[src/hal_pkg.sv]
// ----------------------------------------------------------------------------
// hal_pkg
// Shared constants, types and elaboration helpers for the Halton generator.
// ----------------------------------------------------------------------------
package hal_pkg;

  // Default configuration of the generator.
  localparam int unsigned HAL_SAMPLES_PER_RUN = 8;
  localparam int unsigned HAL_INDEX_BITS      = 20;
  localparam int unsigned HAL_FRAC_BITS       = 24;

  // Fixed field widths of the channels.
  localparam int unsigned HAL_START_W = 20;
  localparam int unsigned HAL_SLOT_W  = 3;
  localparam int unsigned HAL_COORD_W = 24;

  // The four dimensions and their radix.
  localparam int unsigned HAL_NUM_BASES = 4;
  localparam int unsigned HAL_BASES [HAL_NUM_BASES] = '{2, 3, 5, 7};

  // Operating mode of one lane of the conversion chain.
  typedef enum logic {
    HAL_MODE_INT,
    HAL_MODE_FRAC
  } hal_mode_t;

  // Control that travels alongside each point through the chain.
  typedef struct packed {
    logic                  valid;
    logic [HAL_SLOT_W-1:0] slot;
    logic                  last;
  } hal_tag_t;

  // Number of base-b digits needed to hold any value below 2^idx_bits.
  function automatic int unsigned hal_ndig(input int unsigned base,
                                           input int unsigned idx_bits);
    longint unsigned lim;
    longint unsigned p;
    int unsigned     k;
    lim = (64'd1 << idx_bits) - 64'd1;
    p   = 64'd1;
    k   = 0;
    for (int i = 0; i < 64; i++) begin
      if (p <= lim) begin
        p = p * longint'(base);
        k = k + 1;
      end
    end
    return k;
  endfunction

endpackage

[src/hal_lane.sv]
// ----------------------------------------------------------------------------
// hal_lane
// One cell of the conversion chain for one radix: doubles a base-b digit
// vector and shifts in a carry, registering the result.
// ----------------------------------------------------------------------------
module hal_lane #(
  parameter int unsigned       BASE      = 2,
  parameter int unsigned       NDIG      = 20,
  parameter int unsigned       FRAC_BITS = 24,
  parameter hal_pkg::hal_mode_t MODE     = hal_pkg::HAL_MODE_INT
) (
  input  logic                          clk,
  input  logic                          adv_i,
  input  logic [NDIG*$clog2(BASE)-1:0]  dig_i,
  input  logic                          cin_i,
  input  logic [FRAC_BITS-1:0]          q_i,
  output logic [NDIG*$clog2(BASE)-1:0]  dig_o,
  output logic [FRAC_BITS-1:0]          q_o
);

  import hal_pkg::*;

  localparam int unsigned DigW = $clog2(BASE);

  logic [NDIG*DigW-1:0] dig_nxt;
  logic [NDIG*DigW-1:0] dig_r;
  logic                 carry;

  // Each digit becomes 2*d + carry_in, reduced by the base when it overflows.
  // The carry ripples from the lowest digit upward like an adder carry chain.
  always_comb begin : p_double
    logic          c;
    logic [DigW:0] v;
    c       = cin_i;
    dig_nxt = '0;
    for (int j = 0; j < NDIG; j++) begin
      v = {dig_i[j*DigW +: DigW], c};
      if (v >= (DigW+1)'(BASE)) begin
        dig_nxt[j*DigW +: DigW] = DigW'(v - (DigW+1)'(BASE));
        c = 1'b1;
      end else begin
        dig_nxt[j*DigW +: DigW] = DigW'(v);
        c = 1'b0;
      end
    end
    carry = c;
  end

  always_ff @(posedge clk) begin
    if (adv_i) begin
      dig_r <= dig_nxt;
    end
  end

  assign dig_o = dig_r;

  // In fraction mode the carry out of the top digit is the next quotient bit.
  if (MODE == HAL_MODE_FRAC) begin : g_frac
    logic [FRAC_BITS-1:0] q_r;
    always_ff @(posedge clk) begin
      if (adv_i) begin
        q_r <= {q_i[FRAC_BITS-2:0], carry};
      end
    end
    assign q_o = q_r;
  end else begin : g_int
    assign q_o = '0;
  end

endmodule

[config.mk]
export PLATFORM = sky130hd
export DESIGN_NAME = hal_lane
export DESIGN_NICKNAME = d
export VERILOG_FILES = /design/src/hal_pkg.sv /design/src/hal_lane.sv
export SDC_FILE = /design/constraint.sdc
export NUM_CORES = 1
export LEC_CHECK = 0
export BUFFER_PORTS_ARGS = -buffer_cell sky130_fd_sc_hd__buf_2
export CAP_MARGIN = 20
export CORE_MARGIN = 2
export CORE_UTILIZATION = 34
export CTS_CLUSTER_DIAMETER = 60
export DETAILED_ROUTE_END_ITERATION = 12
export GPL_ROUTABILITY_DRIVEN = 0
export PLACE_DENSITY = 0.91
export SLEW_MARGIN = 20
export SYNTH_ARGS = -nofsm -noshare
export SYNTH_HDL_FRONTEND = slang
export SYNTH_SLANG_ARGS = --single-unit
[constraint.sdc]
create_clock -name clk -period 0.8 [get_ports clk]
set_input_delay 0.08 -clock clk [delete_from_list [all_inputs] [get_ports clk]]
set_output_delay 0.08 -clock clk [all_outputs]
set_load 0.02 [all_outputs]
==> results.env <==
STATUS='finished, violations left'
VIOLATIONS='setup timing'
ROW_COUNT=18
LAUNCHING_ELEMENT_TYPE_OF_THE_CRITICAL_PATH='register'
NETLIST_TOP_CELLS_COUNT='24 x sky130_fd_sc_hd__buf_4, 20 x sky130_fd_sc_hd__edfxtp_1, 19 x sky130_fd_sc_hd__clkbuf_1'
DIE_AREA_SQ_MM=0.00293
SETUP_SLACK_PS=-137
INITIAL_CORE_UTIL=0.352
WORST_SETUP_PATH_END_KIND='output port'
ROUTE.DETAILED.WL_PER_INST_MICRONS=11.8
ROOT_BUFFER='sky130_fd_sc_hd__clkbuf_4'
SETUP_VIOL=20
WORSTSETUPPATHDEPTH=1
SYNTHADDERAREAFRAC=0
CLKTRANSATPATHREGS_PS=90
SYNTH_EDF_COUNT=20
SYNTH.MUX.AREA_FRACTION=0
YOSYSTOPAREACELL='sky130_fd_sc_hd__edfxtp_1'
HOLD_DEPTH=2
DR.FIRST_ITER.DRC_COUNT=9
LARGEST_REG_FLOPS=20
SEQ_AREA_FRAC_SYNTH=0.702
CRIT_FANOUT=1
GLOBALROUTE.TOTALOVERFLOW=0
SYNTHXORXNORAREAFRAC=0
CRIT_PATH_START='dig_o[18]$_DFFE_PP_'
CP.REQUIRED_PS=720
ROUTE.VIAS.TOTAL=516
SYNTH_WARNINGS=0
CORE_SQ_MM=0.00243
NUMBER_OF_INSTANCES_IN_THE_SYNTHESIZED_NETLIST=64
FIN_CRIT_SH=1.17
GRT_USAGE=0.0827
SINKS_ON_CLOCK_NET=20
NETLIST_AREA_SQ_UM=856
SYNTH-COMPOUND-AREA-SHARE=0
WORST_VDD_RAIL_IR_DROP_mV=0.895
ANTENNA_CELLS=0
SYNTHDOMINANTCELLAREASHARE=0.702
TIMING.MAX_CAP.VIOLATIONS=0
TIMING.FINAL.HOLD_VIOLATIONS=0
SYNTH_MOST_COMMON_CELL='sky130_fd_sc_hd__buf_4'
ASYNC_RESET_FF_FRAC=0
POST_LAYOUT_MIN_PERIOD_PS=937
ACHIEVABLE-FREQUENCY_MHz=1070
NETS=158
POWER.STATIC_LEAKAGE_uW=0.000573
TIMING.CRITICAL_PATH.MAX_DELAY_FAMILY='flip-flops'
CLOCK_TREE.BUFFER_DEPTH=2
CELLPOWERDENSITY_mW_PER_MM2=1730
TOTAL_POWER_uW=2200
YOSYSUNIQUECELLTYPES=4
NFILLCELLS=187
PATH_CELLS='buf_6'
CHIPHEIGHT_MICRONS=54.2
AREA_SHARE_OF_AND_OR_NAND_NOR_CELLS_AFTER_SYNTHESIS=0
DETAIL_ROUTE.WIRELENGTH_MICRONS=1650
POST_SYNTH.CELL_AREA_AVG_SQ_UM=13.4
CTS_TREE='yes'
IO-PIN-COUNT=91
DIE_W_MICRONS=54.2
POST_CTS.REPAIR.SETUP_BUFFERS=0
CTS_MADE_BUFFERS=3
FIRST_GLOBAL_VIAS=396
SYNTH-MAIN-FF-CELL='sky130_fd_sc_hd__edfxtp_1'
SYNTH_TOP_FAMILY_BY_AREA='buffers and inverters'
HP-CLASS='primary input to register'
FINAL_MAX_SLEW_VIOL_COUNT=0
CP_NUM_BUF_INV=1
CRITICAL-PATH-MAX-STAGE-DELAY_PS=430
NUMBER_OF_LEVELS_THE_H_TREE_WAS_SPLIT_INTO=1
NUMBER_OF_ANTENNA_VIOLATIONS_AT_THE_FIRST_CHECK_IN_GLOBAL_ROUTING=0
DRT-PASS1-ITER-COUNT=4
DETAIL_ROUTE.VIAS_PER_CELL=3.71
SYNTH.AREA.TOP_CELLS='sky130_fd_sc_hd__edfxtp_1 70%, sky130_fd_sc_hd__buf_4 21%, sky130_fd_sc_hd__clkbuf_1 8.3%'
CRITICAL_PATH_ARRIVAL_PS=860
WORSTHOLDSTART='adv_i'
DRIVE_ABOVE_1_SHARE=0.413
FINAL_ANTENNA_NET_COUNT=0
PORT-BUFFER-COUNT=41
HOLD_SLACK_PS=201
FLOW.AREA_GROWTH_FROM_SYNTHESIS_PCT=48.4
SYNTH-SEQ-CELLS=20
GRT_START_MAX_NET_PINS=21
CRITICAL-PATH-SLOWEST-CELL='sky130_fd_sc_hd__edfxtp_1'
DRC_ERRORS=0
TIMING.SETUP.CRITICAL_PATH_CLASS='register to output port'
GRT_PASS1_WL_MICRONS=1650
GRT_SETUP_UNREPAIRED='true'
metrics by stage:
step           cells  area (sq um)  utilization  worst slack [ps]  setup TNS (ps)
2_1_floorplan     87           942            -               271               0
3_3_place_gp     116           953        0.392               163               0
3_5_place_dp     116           953        0.392               151               0
4_1_cts          139          1190        0.489              -129           -2040
5_1_grt          139          1270        0.522              -184           -2860
6_report         139          1270        0.522              -137           -1900
cell families (layout without fill, tap and decap cells):
kind of cell / count (synthesis) / count (layout)
buffers and inverters: 43 / 65
flip-flops: 20 / 20
other: 1 / 24
layer usage:
metal  global-route usage  part of all wire
met5                    0                 0
met2                0.145              0.46
met3               0.0222              0.17
met4               0.0500            0.0085
met1               0.0876              0.37
power breakdown:
part           switching [uW]  internal, uW  leakage [uW]
clock                     236           174     0.0000138
combinational             283           229      0.000364
sequential               35.0          1250      0.000196
cell usage in the layout, fill, tap and decap left out, drive strengths merged:
master and n:
conb 24, dlygate4sd3 20, buf 42, clkbuf 3
edfxtp 20
final cells by class:
| type | instances | area, sq um | share of cell area |
|---|---|---|---|
| timing repair buffer | 62 | 519 | 0.409 |
| multi-input combinational | 24 | 90.1 | 0.0709 |
| sequential | 20 | 601 | 0.473 |
| tap | 30 | 37.5 | 0.0296 |
| clock buffer | 3 | 22.5 | 0.0177 |
worst paths after layout:
check / to / slack, ps
max: dig_o[18] / -140
min: dig_o[17]$_DFFE_PP_ / 200
repair_timing:
action | CTS | global route
hold buffers | 20 | 0
resized for setup | 4 | 26
setup endpoints to repair | 20 | 20
endpoints found under the hold margin | 20 | 0
Power figures use the tool's default switching activity.
