==> config.mk <==
export PLATFORM = sky130hd
export DESIGN_NAME = hal_seq
export DESIGN_NICKNAME = d
export VERILOG_FILES = /design/src/hal_pkg.sv /design/src/hal_seq.sv
export SDC_FILE = /design/constraint.sdc
export NUM_CORES = 1
export LEC_CHECK = 0
export BUFFER_PORTS_ARGS = -buffer_cell sky130_fd_sc_hd__buf_4
export CORE_MARGIN = 3
export CORE_UTILIZATION = 43
export CTS_CLUSTER_SIZE = 14
export DETAILED_ROUTE_END_ITERATION = 10
export GPL_TIMING_DRIVEN = 0
export PLACE_DENSITY = 0.81
export SLEW_MARGIN = 15
export SYNTH_ARGS = -nofsm -noshare
export SYNTH_HDL_FRONTEND = slang
export SYNTH_SLANG_ARGS = --single-unit
==> constraint.sdc <==
create_clock -name clk -period 2.12 [get_ports clk]
set_input_delay 0.212 -clock clk [delete_from_list [all_inputs] [get_ports clk]]
set_output_delay 0.212 -clock clk [all_outputs]
set_load 0.02 [all_outputs]
==> src/hal_pkg.sv <==
// ----------------------------------------------------------------------------
// hal_pkg
// Shared constants, types and elaboration helpers for the Halton generator.
// ----------------------------------------------------------------------------
package hal_pkg;

  // Default configuration of the generator.
  localparam int unsigned HAL_SAMPLES_PER_RUN = 8;
  localparam int unsigned HAL_INDEX_BITS      = 20;
  localparam int unsigned HAL_FRAC_BITS       = 24;

  // Fixed field widths of the channels.
  localparam int unsigned HAL_START_W = 20;
  localparam int unsigned HAL_SLOT_W  = 3;
  localparam int unsigned HAL_COORD_W = 24;

  // The four dimensions and their radix.
  localparam int unsigned HAL_NUM_BASES = 4;
  localparam int unsigned HAL_BASES [HAL_NUM_BASES] = '{2, 3, 5, 7};

  // Operating mode of one lane of the conversion chain.
  typedef enum logic {
    HAL_MODE_INT,
    HAL_MODE_FRAC
  } hal_mode_t;

  // Control that travels alongside each point through the chain.
  typedef struct packed {
    logic                  valid;
    logic [HAL_SLOT_W-1:0] slot;
    logic                  last;
  } hal_tag_t;

  // Number of base-b digits needed to hold any value below 2^idx_bits.
  function automatic int unsigned hal_ndig(input int unsigned base,
                                           input int unsigned idx_bits);
    longint unsigned lim;
    longint unsigned p;
    int unsigned     k;
    lim = (64'd1 << idx_bits) - 64'd1;
    p   = 64'd1;
    k   = 0;
    for (int i = 0; i < 64; i++) begin
      if (p <= lim) begin
        p = p * longint'(base);
        k = k + 1;
      end
    end
    return k;
  endfunction

endpackage

==> src/hal_seq.sv <==
// ----------------------------------------------------------------------------
// hal_seq
// Run sequencer: takes a start offset and issues one sequence index per
// cycle for every point of the run while the chain advances.
// ----------------------------------------------------------------------------
module hal_seq #(
  parameter int unsigned SAMPLES_PER_RUN = hal_pkg::HAL_SAMPLES_PER_RUN,
  parameter int unsigned INDEX_BITS      = hal_pkg::HAL_INDEX_BITS
) (
  input  logic                           clk,
  input  logic                           rst_n,
  input  logic                           adv_i,
  input  logic                           in_valid_i,
  input  logic [hal_pkg::HAL_START_W-1:0] in_start_offset_i,
  output logic                           in_stall_o,
  output hal_pkg::hal_tag_t              issue_o,
  output logic [INDEX_BITS-1:0]          issue_idx_o
);

  import hal_pkg::*;

  localparam int unsigned CntW = (SAMPLES_PER_RUN > 1) ? $clog2(SAMPLES_PER_RUN) : 1;

  logic                  active_r, active_nxt;
  logic [CntW-1:0]       cnt_r, cnt_nxt;
  logic [INDEX_BITS-1:0] start_r, start_nxt;
  logic                  at_last;
  logic                  take;

  assign at_last    = (cnt_r == CntW'(SAMPLES_PER_RUN - 1));
  // A new run may start in the cycle the last point of the current one issues.
  assign in_stall_o = !adv_i || (active_r && !at_last);
  assign take       = in_valid_i && !in_stall_o;

  always_comb begin
    active_nxt = active_r;
    cnt_nxt    = cnt_r;
    start_nxt  = start_r;
    if (take) begin
      active_nxt = 1'b1;
      cnt_nxt    = '0;
      start_nxt  = INDEX_BITS'(in_start_offset_i);
    end else if (adv_i && active_r) begin
      if (at_last) begin
        active_nxt = 1'b0;
        cnt_nxt    = '0;
      end else begin
        cnt_nxt = cnt_r + CntW'(1);
      end
    end
  end

  always_ff @(posedge clk) begin
    if (!rst_n) begin
      active_r <= 1'b0;
      cnt_r    <= '0;
    end else begin
      active_r <= active_nxt;
      cnt_r    <= cnt_nxt;
    end
  end

  always_ff @(posedge clk) begin
    start_r <= start_nxt;
  end

  always_comb begin
    issue_o.valid = active_r;
    issue_o.slot  = HAL_SLOT_W'(cnt_r);
    issue_o.last  = at_last;
    issue_idx_o   = start_r + INDEX_BITS'(cnt_r);
  end

endmodule

==> insert_results.sql, run 1 <==
INSERT INTO impl_metrics (metric_group, metric, value, unit) VALUES
('clock_tree', 'cts_hold_repair.buffers', '0', ''),
('global_routing', 'grt_max_degree', '22', ''),
('min_path', 'worst_hold_path_type', 'in2reg', ''),
('status', 'violated_checks', 'setup timing', ''),
('synth', 'syn_inst', '105', ''),
('sta', 'worst_pin_slew', '0.5985', 'ns'),
('clock_tree', 'cts_tree', 'yes', ''),
('layout', 'layout-drive-gt1-share', '57.74', '%'),
('setup_path', 'timing.critical_path.to_type', 'output pin', ''),
('pwr', 'swShare', '23.18', '%'),
('synth', 'synth-async-reset-ratio', '0', '%'),
('setup_path', 'required_worst_endpoint', '1.91', 'ns'),
('setup_path', 'critPathTopFamily', 'adder cells', ''),
('sta', 'finalSetupViolCount', '16', ''),
('sta', 'grt_setup_unrepaired', 'true', ''),
('synth', 'synth.distinct_cells', '26', ''),
('global_routing', 'grt_antenna_before_repair', '0', ''),
('setup_path', 'crit_slowest_cell', 'edfxtp_1', ''),
('clock_tree', 'cts_htree_levels', '1', ''),
('layout', 'stdcell_area', '2038', 'µm²'),
('flow_run', 'maxCapViolations', '0', ''),
('synth', 'synth-edff-count', '20', ''),
('sta', 'final.setup.tns', '-3.408', 'ns'),
('floorplanning', 'die_height', '60.56', 'µm'),
('synth', 'synth_xor_xnor_area_share', '12.32', '%'),
('sta', 'timing.final.ws_setup', '-0.3967', 'ns'),
('floorplanning', 'die_width', '60.56', 'µm'),
('synth', 'synth_fp_nets', '135', ''),
('pwr', 'power.share.combinational', '15.4', '%'),
('synth', 'postSynth.topFlopCell', 'edfxtp_1', ''),
('clock_tree', 'numCtsBuffers', '3', ''),
('pwr', 'static-leakage-power', '0.9210', 'nW'),
('status', 'run_status', 'finished with violations', ''),
('pwr', 'power.internal', '0.8057', 'mW'),
('layout', 'sequential_cell_area', '685.7', 'µm²'),
('synth', 'synth_adder_area_share', '6.452', '%'),
('detailed_routing', 'first_iter_violations', '21', ''),
('clock_tree', 'cts-root-to-sink-buffers', '2', ''),
('synth', 'ys_ff_latch', '24', ''),
('sta', 'finalHoldViolCount', '0', ''),
('layout', 'finalCoreUtilization', '72.66', '%'),
('global_routing', 'first_global_vias', '983', ''),
('floorplanning', 'initial_cell_density_of_the_core', '45.63', '%'),
('clock_tree', 'clk_latency', '0.32', 'ns'),
('clock_tree', 'cts_sinks', '24', ''),
('pwr', 'power_switching', '0.2431', 'mW'),
('detailed_routing', 'route.final.wire_length', '3335', 'µm'),
('pwr', 'ir_drop', '0.4738', 'mV'),
('layout', 'antennaDiodeCount', '0', ''),
('setup_path', 'timing.critical_path.from_type', 'flop', ''),
('placed_design', 'detailed_place_hpwl', '2280', 'µm'),
('synth', 'synth.yosys.warnings', '0', ''),
('sta', 'final.period_utilization', '118.7', '%'),
('synth', 'post_synth_instance_area', '1280', 'µm²'),
('sta', 'final.setup_skew', '0.009773', 'ns'),
('sta', 'whs', '0.05583', 'ns'),
('floorplanning', 'design.core.area', '2805', 'µm²'),
('setup_path', 'timing.critical_path.arrival', '2.30', 'ns'),
('detailed_routing', 'vias', '1024', ''),
('global_routing', 'globalRoute.totalOverflow', '0', ''),
('setup_path', 'crit_path_max_incr_delay', '0.41', 'ns'),
('layout', 'fillCellCount', '210', ''),
('floorplanning', 'top_level_ports', '50', ''),
('pwr', 'pwr-share-clk', '31.6', '%'),
('synth', 'synth_compound_area_share', '5.181', '%'),
('placed_design', 'io_buffers', '49', ''),
('layout', 'flow.area_growth_from_synthesis', '59.24', '%'),
('synth', 'post_synth_and_or_nand_nor_area_fraction', '19.35', '%'),
('detailed_routing', 'first_pass_detailed_route_iteration_total', '4', ''),
('detailed_routing', 'postRouteAntennaNets', '0', ''),
('clock_tree', 'cts.clk_slew.worst_paths', '0.14', 'ns');
## metrics by stage
stage	cells	setup WS [ns]	power [mW]
after floorplan	105	0.03671	0.6336
after global placement	185	-0.05349	0.7060
after detailed placement	185	-0.1871	0.7129
after CTS	193	-0.3167	1.044
after global routing	199	-0.4571	1.092
final	199	-0.3967	1.049
## cells in the final DEF, fill, tap and decap left out, types with 4 or more instances in the layout
cell type | Yosys | final
inv_1 | 8 | 7
buf_4 | 2 | 57
ha_1 | 5 | 4
edfxtp_1 | 20 | 20
xor2_1 | 9 | 9
xnor2_2 | 0 | 5
nand2_1 | 8 | 5
a21oi_1 | 4 | 4
xnor2_1 | 9 | 4
nand3_4 | 2 | 4
## final timing paths
path | depth (start not counted) | slack (ns) | to | start
max | 9 | -0.40 | issue_idx_o[14] | start_r[0]
min | 1 | 0.06 | start_r[0] | in_start_offset_i[0]
max reg2reg | 5 | 0.22 | start_r[1] | cnt_r[0]
min reg2reg | 2 | 0.53 | cnt_r[2] | cnt_r[2]
## sequential cells by signal, summed over array words and instances (netlist names)
register,cells
start_r,20
active_r,1
cnt_r,3
## logic make-up after synthesis
family,Yosys count
AOI/OAI and AO/OA,10
xor gates and xnor gates,18
and+or+nand+nor,37
DFF,24
adders and majority gates,6
buffers and inverters,10
## power groups by stage
stage | registers, mW | clock network, mW | logic [mW]
CTS | 0.554 | 0.336 | 0.154
detailed placement | 0.564 | 0 | 0.149
global route | 0.558 | 0.361 | 0.172
global placement | 0.562 | 0 | 0.144
floorplan | 0.560 | 0 | 0.0733
finish | 0.556 | 0.332 | 0.161
## cell type report
cell class | instances | area share (%)
multi-input cells | 71 | 36.77
flip-flops and latches | 24 | 33.64
inverters | 8 | 1.473
well taps | 31 | 1.903
plain buffers | 2 | 0.7366
clock inverters | 1 | 1.473
clock buffers | 3 | 1.105
repair buffers | 59 | 22.90
## repair_timing
item / 4_1_cts / 5_1_grt
gates resized for setup: 13 / 17
cloned: 0 / 0
hold endpoints to repair: 0 / 0
setup buffers: 4 / 6
pin swaps: 4 / 11
endpoints found under the setup margin: 17 / 17
## synthesized netlist by cell type, types with 3 or more instances
cell      instances  area [µm²]
nand2_1           8       30.03
dfxtp_1           4       80.08
inv_1             8       30.03
nor3b_1           3       22.52
edfxtp_1         20       600.6
xnor2_1           9       78.83
xor2_1            9       78.83
nor2_1            5       18.77
nand3_1           6       30.03
nor4_2            3       37.54
a21oi_1           4       20.02
and3_1            3       18.77
ha_1              5       62.56
## layer usage
| layer | vias up | GRT usage [%] | wire [µm] | share of wire, % |
|---|---|---|---|---|
| li1 | 497 | - | - | - |
| met1 | 481 | 22.54 | 1358 | 41 |
| met2 | 40 | 28.85 | 1729 | 52 |
| met3 | 6 | 3.191 | 181 | 5.4 |
| met4 | 0 | 6.811 | 64 | 1.9 |
| met5 | - | 0 | 0 | 0 |
Power figures use the tool's default switching activity.
==> run 2, diff against run 1 <==
--- a/config.mk
+++ b/config.mk
@@ -6,12 +6,15 @@
 export NUM_CORES = 1
 export LEC_CHECK = 0
 export BUFFER_PORTS_ARGS = -buffer_cell sky130_fd_sc_hd__buf_4
+export CELL_PAD_IN_SITES_DETAIL_PLACEMENT = 0
+export CELL_PAD_IN_SITES_GLOBAL_PLACEMENT = 1
 export CORE_MARGIN = 3
-export CORE_UTILIZATION = 43
+export CORE_UTILIZATION = 39
 export CTS_CLUSTER_SIZE = 14
 export DETAILED_ROUTE_END_ITERATION = 10
 export GPL_TIMING_DRIVEN = 0
-export PLACE_DENSITY = 0.81
+export PLACE_DENSITY = 0.89
+export REMOVE_ABC_BUFFERS = 1
 export SLEW_MARGIN = 15
 export SYNTH_ARGS = -nofsm -noshare
 export SYNTH_HDL_FRONTEND = slang
==> constraint.sdc (replaced) <==
create_clock -name clk -period 3.3 [get_ports clk]
set_input_delay 0.33 -clock clk [delete_from_list [all_inputs] [get_ports clk]]
set_output_delay 0.33 -clock clk [all_outputs]
set_load 0.02 [all_outputs]
==> insert_results.sql, run 2 (synthesized netlist as in run 1, its figures left out) <==
INSERT INTO impl_metrics (metric_group, metric, value, unit) VALUES
('status', 'run_status', 'completed', ''),
('setup_path', 'crit_slowest_cell', 'a211oi_2', ''),
('clock_tree', 'cts_repair_resize_count', '0', ''),
('placed_design', 'routabilityCongestion', '0.7757', ''),
('clock_tree', 'cts_tree', 'yes', ''),
('detailed_routing', 'detail_route.wl_per_cell', '13.70', 'µm'),
('global_routing', 'first_global_vias', '1022', ''),
('setup_path', 'timing.critical_path.from_type', 'flop', ''),
('pwr', 'power.density_cell_area', '375.7', 'nW/µm²'),
('clock_tree', 'cts-root-to-sink-buffers', '2', ''),
('layout', 'top_register', 'start_r', ''),
('sta', 'final.min_clock_period', '2.909', 'ns'),
('detailed_routing', 'vias_per_cell', '4.826', ''),
('sta', 'whs', '0.1717', 'ns'),
('detailed_routing', 'first_iter_violations', '37', ''),
('clock_tree', 'cts_sinks', '24', ''),
('sta', 'max_freq', '0.3437', 'GHz'),
('setup_path', 'critical_register_to_register_path_endpoint', 'start_r[13]', ''),
('setup_path', 'timing.reg2reg.worst_path_depth', '5', ''),
('sta', 'finalHoldViolCount', '0', ''),
('floorplanning', 'die_width', '63.29', 'µm'),
('setup_path', 'r2r_start', 'cnt_r[1]', ''),
('setup_path', 'critPathTopFamily', 'adder cells', ''),
('detailed_routing', 'route.final.wire_length', '2754', 'µm'),
('floorplanning', 'initial_cell_density_of_the_core', '41.25', '%'),
('pwr', 'ir_drop', '0.2255', 'mV'),
('sta', 'slew_headroom', '62.21', '%'),
('min_path', 'worst_hold_path_type', 'in2reg', ''),
('detailed_routing', 'drcViolationCount', '0', ''),
('setup_path', 'required_worst_endpoint', '2.97', 'ns'),
('layout', 'final_net_count', '188', ''),
('clock_tree', 'numCtsBuffers', '3', ''),
('sta', 'final.period_utilization', '88.16', '%'),
('pwr', 'static-leakage-power', '0.7201', 'nW'),
('sta', 'worst_pin_slew', '0.5668', 'ns'),
('detailed_routing', 'postRouteAntennaNets', '0', ''),
('layout', 'layout_commonest_cell', 'buf_4', ''),
('setup_path', 'timing.critical_path.to_type', 'output pin', ''),
('setup_path', 'timing.critical_path.arrival', '2.58', 'ns'),
('layout', 'layout-drive-gt1-share', '40.76', '%'),
('setup_path', 'crit_buf_inv', '2', ''),
('sta', 'grt_setup_unrepaired', 'false', ''),
('flow_run', 'maxCapViolations', '0', ''),
('global_routing', 'grt_pass1_wl', '4450', 'µm'),
('layout', 'largest_registers', 'start_r (20), cnt_r (3), active_r (1)', ''),
('floorplanning', 'fp-row-count', '20', ''),
('clock_tree', 'cts_htree_levels', '1', ''),
('global_routing', 'grt.total_usage', '13.93', '%'),
('floorplanning', 'top_level_ports', '50', ''),
('layout', 'fillCellCount', '285', ''),
('clock_tree', 'setup_buffers_after_cts', '0', ''),
('floorplanning', 'dieArea', '4006', 'µm²'),
('min_path', 'holdCritStartpoint', 'in_start_offset_i[11]', ''),
('placed_design', 'detailed_place_hpwl', '2249', 'µm'),
('setup_path', 'crit_path_max_incr_delay', '0.46', 'ns'),
('min_path', 'worst_hold_path.endpoint', 'start_r[11]', ''),
('layout', 'sequential_cell_area', '680.7', 'µm²'),
('layout', 'largest_register_ffs', '20', ''),
('setup_path', 'timing.critical_path.cells', 'ha_1, inv_1, fa_1, nand2b_1, a211oi_2, nand3_1, xnor2_1, buf_4', ''),
('placed_design', 'io_buffers', '49', ''),
('detailed_routing', 'first_pass_detailed_route_iteration_total', '4', ''),
('floorplanning', 'die_height', '63.29', 'µm'),
('clock_tree', 'root_buffer', 'clkbuf_4', ''),
('sta', 'finalSetupViolCount', '0', ''),
('sta', 'final-max-slew-violation-count', '0', ''),
('floorplanning', 'design.core.area', '3103', 'µm²'),
('layout', 'most-common-layout-cells', '49 x buf_4, 20 x edfxtp_1, 9 x xor2_1, 9 x xnor2_1', ''),
('setup_path', 'worst-path-max-fanout', '5', ''),
('detailed_routing', 'vias', '970', ''),
('layout', 'antennaDiodeCount', '0', ''),
('global_routing', 'grt_antenna_before_repair', '0', ''),
('sta', 'final.setup_skew', '0.003137', 'ns'),
('global_routing', 'grt_max_degree', '19', ''),
('clock_tree', 'cts_hold_repair.buffers', '0', ''),
('clock_tree', 'clk_latency', '0.32', 'ns'),
('sta', 'final.setup.tns', '0', 'ns'),
('setup_path', 'worst_r2r_setup_slack', '1.49', 'ns'),
('clock_tree', 'cts.clk_slew.worst_paths', '0.13', 'ns'),
('layout', 'multi_input_area', '556.8', 'µm²'),
('setup_path', 'setup.worst_path.class', 'reg2out', ''),
('global_routing', 'globalRoute.totalOverflow', '0', ''),
('min_path', 'worstHoldPathCells', '1', ''),
('layout', 'flow.area_growth_from_synthesis', '37.34', '%');
## run 2: power by group
| part | switching (mW) | internal (mW) |
|---|---|---|
| registers | 0.0115 | 0.343 |
| clock network | 0.0905 | 0.123 |
| logic | 0.0458 | 0.0466 |
## run 2: area by class of cell
class | instances | area share, %
flip-flops and latches | 24 | 38.72
multi-input cells | 71 | 31.67
repair buffers | 50 | 21.78
well taps | 44 | 3.132
clock inverters | 1 | 1.708
inverters | 8 | 1.708
clock buffers | 3 | 1.281
## run 2: routing by layer
metal	global-route usage [%]	share of wire, %
met5	0	0
met4	7.817	2.1
met3	1.070	3.2
met2	25.69	57
met1	15.70	38
## run 2: how the worst max path moves through the flow
stage | start | endpoint | cells after the start | slack [ns]
global route | cnt_r[0] | issue_idx_o[10] | 8 | 0.24
detailed placement | cnt_r[0] | issue_idx_o[10] | 8 | 0.75
global placement | cnt_r[1] | start_r[17] | 4 | 0.74
finish | cnt_r[0] | issue_idx_o[10] | 8 | 0.39
floorplan | cnt_r[1] | start_r[0] | 4 | 0.58
CTS | cnt_r[0] | issue_idx_o[10] | 8 | 0.38
## run 2: through the flow
stage	utilization (%)	instances	total power, mW	instance area [µm²]	worst slack (ns)
after floorplan	-	103	0.4025	1265	0.5789
after global placement	54.40	196	0.4491	1688	0.7370
after detailed placement	54.96	197	0.4552	1705	0.7516
after CTS	56.65	201	0.6627	1758	0.3815
after global routing	56.65	201	0.6846	1758	0.2353
final	56.65	201	0.6605	1758	0.3906
